==> config.mk <==
export PLATFORM = sky130hd
export DESIGN_NAME = tfn_queue
export DESIGN_NICKNAME = d
export VERILOG_FILES = /design/src/design/tfn_pkg.sv /design/src/design/tfn_queue.sv
export SDC_FILE = /design/constraint.sdc
export NUM_CORES = 1
export LEC_CHECK = 0
export BUFFER_PORTS_ARGS = -buffer_cell sky130_fd_sc_hd__buf_2
export CAP_MARGIN = 20
export CORE_UTILIZATION = 50
export DETAILED_ROUTE_END_ITERATION = 7
export PLACE_DENSITY = 0.71
export SYNTH_ARGS = -nofsm -noshare
export SYNTH_HDL_FRONTEND = slang
export SYNTH_SLANG_ARGS = --single-unit
==> constraint.sdc <==
create_clock -name clk_i -period 22.1 [get_ports clk_i]
set_input_delay 1.105 -clock clk_i [delete_from_list [all_inputs] [get_ports clk_i]]
set_output_delay 1.105 -clock clk_i [all_outputs]
set_load 0.005 [all_outputs]
==> src/design/tfn_pkg.sv <==
// Shared types and constants for the triangle face normal unit.
package tfn_pkg;

  localparam int unsigned THR_W   = 62;  // threshold register width
  localparam int unsigned SQR_W   = 62;  // one squared, range-reduced component
  localparam int unsigned SQ_W    = 64;  // squared length of the reduced vector
  localparam int unsigned OUT_W   = 32;  // normal component width
  localparam int unsigned D_W     = 31;  // range-reduced component magnitude
  localparam int unsigned QDEPTH  = 4;   // front-to-back queue depth
  localparam int unsigned QPTR_W  = $clog2(QDEPTH);

  // One classified triangle on its way from the front to the back.
  typedef struct packed {
    logic [2:0][SQR_W-1:0] sqr;
    logic [SQ_W-1:0]       sq;
    logic [2:0]            neg;
    logic                  degen;
  } tfn_item_t;

endpackage

==> src/design/tfn_queue.sv <==
// Short item queue between the front and back pipelines.
module tfn_queue (
  input  logic               clk_i,
  input  logic               rst_ni,
  input  tfn_pkg::tfn_item_t item_i,
  input  logic               push_valid_i,
  output logic               push_ready_o,
  output tfn_pkg::tfn_item_t item_o,
  output logic               pop_valid_o,
  input  logic               pop_ready_i
);
  import tfn_pkg::*;

  tfn_item_t         mem_q [QDEPTH];
  logic [QPTR_W-1:0] wr_q, rd_q;
  logic [QPTR_W:0]   cnt_q;
  logic              push, pop;

  assign push_ready_o = (cnt_q != (QPTR_W+1)'(QDEPTH));
  assign pop_valid_o  = (cnt_q != '0);
  assign push         = push_valid_i && push_ready_o;
  assign pop          = pop_valid_o && pop_ready_i;
  assign item_o       = mem_q[rd_q];

  always_ff @(posedge clk_i or negedge rst_ni) begin
    if (!rst_ni) begin
      wr_q  <= '0;
      rd_q  <= '0;
      cnt_q <= '0;
    end else begin
      if (push) begin
        wr_q <= wr_q + 1'b1;
      end
      if (pop) begin
        rd_q <= rd_q + 1'b1;
      end
      cnt_q <= cnt_q + (QPTR_W+1)'(push) - (QPTR_W+1)'(pop);
    end
  end

  always_ff @(posedge clk_i) begin
    if (push) begin
      mem_q[wr_q] <= item_i;
    end
  end

  a_cnt_bound: assert property (@(posedge clk_i) disable iff (!rst_ni)
    cnt_q <= (QPTR_W+1)'(QDEPTH))
    else $error("queue fill count beyond depth");

  a_cnt_track: assert property (@(posedge clk_i) disable iff (!rst_ni)
    ((wr_q - rd_q) == QPTR_W'(cnt_q)))
    else $error("queue pointers disagree with fill count");

endmodule

==> results_dict.tcl <==
set metrics [dict create \
    drive_gt1_share_pct 46.2 \
    dr_wl_met2_um 37800 \
    post_synth_inst_count 1368 \
    min_period_ns 4.52 \
    drt-initial-drc-count 1307 \
    post_cts_buffers 0 \
    synth_mux_area_share_pct 15.3 \
    finalSetupViolations 0 \
    grt-ovfl-total 0 \
    ctsHtreeMaxLevel 3 \
    yosysTopAreaCellShare_pct 81.7 \
    critical_path_class "reg2out" \
    drc 0 \
    finalHoldWorstSlack_ns 0.289 \
    hold_violations 0 \
    fin_area_mm2 0.0440 \
    drt-total-wl_um 73200 \
    nFillCells 5075 \
    fmax_mhz 221 \
    via_per_inst 5.52 \
    period_share_pct 20.5 \
    top_layer "met5" \
    synthesis.area_mm2 0.0373 \
    dpl.hpwl_um 44200 \
    cts_made_buffers 100 \
    port_buffers 513 \
    end_kind "output port" \
    place_worst_setup_slack_ns 17.80 \
    chipWidth_um 275 \
    ys_types 22 \
    clkSinkCount 1023 \
    synth_xor_area_share_pct 0.0938 \
    rsz0062_at_grt "false" \
    grtUsageTotal_pct 19.1 \
    finalPower_mw 5.92 \
    hold_path_class "in2async" \
    routedWlPerCell_um 24.4 \
    yosys_warnings 0 \
    status "complete, no violations" \
    antenna_left 0 \
    num_vias 16600 \
    synth_top_family_by_area "multiplexers" \
    synth_top_cell_by_area "edfxtp_1" \
    core_area_mm2 0.0735 \
    worst_pin_slew_ns 1.13 \
    dieArea_mm2 0.0758 \
    die_h_um 275 \
    place_congestion 0.765 \
    placed_area_mm2 0.0407 \
    crit_fanout 107 \
    area_growth_pct 17.8 \
    synth-compound-area-share_pct 0.0871 \
    syn_avg_cell_area_um2 27.3 \
    slew_viol_final 0 \
    clk_latency_ns 0.64 \
    dr_wl_met3_um 5440 \
    clock_skew_ns 0.0251 \
    antenna_found_initial 21 \
    dp_cells 2803 \
    synth_seq_cells 1023 \
    synth-simple-area-share_pct 0.268 \
    grt_pass1_wl_um 107000 \
    powerDensity_mw_per_mm2 135 \
    clockRootBuffer "clkbuf_16" \
    wl_met1_um 27800 \
    floorplan.initialDensity_pct 50.8 \
    crit_required_ns 21.00 \
    cts.repair.resized 0 \
    path_clk_slew_ns 0.06 \
    leakage_nw 14.9 \
    drt-pass1-iter-count 7 \
    max-vdd-ir-drop_mv 0.107 \
    cp-start-kind "register" \
    setup_ws_ns 17.58 \
    syn_nets 1633 \
    synth-adder-area-share_pct 0.255 \
    setup_tns_ns 0 \
    cts_buffer_depth 3 \
    cts_tree "done" \
    cap_violations 0 \
    grt_max_degree 122 \
    maxSlewHeadroom_pct 24.6 \
    nets 2211 \
    placementRows 99 \
    pin_count 514 \
    utilization_pct 59.9 \
    grt_pass1_vias 17500 \
    arrival_ns 3.42 \
    cts_hold_buf 0 \
    ys_seq_area_share_pct 82.2 \
    ys_top_cells_by_area "edfxtp_1, mux4_2, buf_12" \
    fin_cells 3000 \
]
==> synth_stat cells <==
| cell | number |
|---|---|
| dfrtp_1 | 7 |
| nor3b_1 | 1 |
| or3_1 | 1 |
| o211ai_1 | 2 |
| buf_4 | 1 |
| buf_2 | 25 |
| nand2b_1 | 4 |
| mux4_2 | 254 |
| buf_6 | 6 |
| edfxtp_1 | 1016 |
| fa_1 | 1 |
| o31a_1 | 1 |
| o311ai_0 | 1 |
| buf_12 | 22 |
| clkbuf_1 | 3 |
| xnor2_1 | 3 |
| xor2_1 | 1 |
| and3b_1 | 4 |
| inv_1 | 6 |
| ha_1 | 6 |
| nand4bb_1 | 2 |
| nand2_1 | 1 |
==> power breakdown <==
part / switching [mW] / internal, mW / total (mW) / leakage (nW)
Combinational: 0.811 / 0.743 / 1.55 / 3.88
Clock: 0.699 / 0.974 / 1.67 / 1.60
Sequential: 0.133 / 2.56 / 2.69 / 9.39
==> flip-flops by register name, summed over array words and instances, names as in the netlist <==
| signal | flops |
|---|---|
| rd_q | 2 |
| cnt_q | 3 |
| mem_q | 1016 |
| wr_q | 2 |
==> cells in the final DEF, fill, tap and decap left out, types with 5 or more instances in the layout <==
cell,netlist,final
buf_2,25,513
buf_4,1,17
bufinv_16,0,11
clkbuf_1,3,20
clkbuf_16,0,101
clkinv_1,0,21
clkinv_2,0,20
dfrtp_1,7,5
diode_2,0,12
edfxtp_1,1016,1016
ha_1,6,6
inv_1,6,6
mux4_2,254,254
==> cell type report <==
cell class | instances | area (um2) | share of cell area, %
Clock buffer | 121 | 2600 | 5.92
Sequential cell | 1023 | 30700 | 69.8
Multi-Input combinational cell | 282 | 6000 | 13.6
Tap cell | 959 | 1200 | 2.73
Timing Repair Buffer | 533 | 2760 | 6.26
Clock inverter | 64 | 679 | 1.54
Inverter | 6 | 22.5 | 0.0512
Antenna cell | 12 | 30.0 | 0.0683
==> metal layers <==
| metal | GRT usage [%] | vias up |
|---|---|---|
| met5 | 0 | - |
| met4 | 6.54 | 20 |
| met3 | 5.48 | 138 |
| met2 | 31.8 | 568 |
| met1 | 24.2 | 8696 |
| li1 | - | 7148 |
==> critical path, stage by stage (launching register included) <==
cell and delay [ns]:
dfrtp_4 1.09, buf_12 0.64, mux4_2 0.62, buf_2 0.16
==> kinds of logic (layout without fill, tap and decap cells) <==
kind of cell,after synthesis,in the layout
multiplexers,254,254
AO/OA/AOI/OAI,4,4
buffers and inverters,63,724
other,0,12
XOR/XNOR,4,4
flip-flops,1023,1023
adder cells (fa/ha/maj),7,7
AND/OR/NAND/NOR,13,13
==> path summary, 6_finish.rpt <==
check	from	endpoint	slack, ns	cells after the start
min reg2reg	wr_q[1]	wr_q[1]	0.64	2
min	rst_ni	wr_q[0]	0.29	1
max reg2reg	cnt_q[1]	mem_q[1][188]	18.32	4
min in group clk_i	wr_q[1]	wr_q[1]	0.64	2
max	rd_q[0]	item_o[89]	17.58	3
max in group asynchronous	rst_ni	rd_q[0]	21.63	1
No activity file was read; power rests on OpenSTA's default activity.
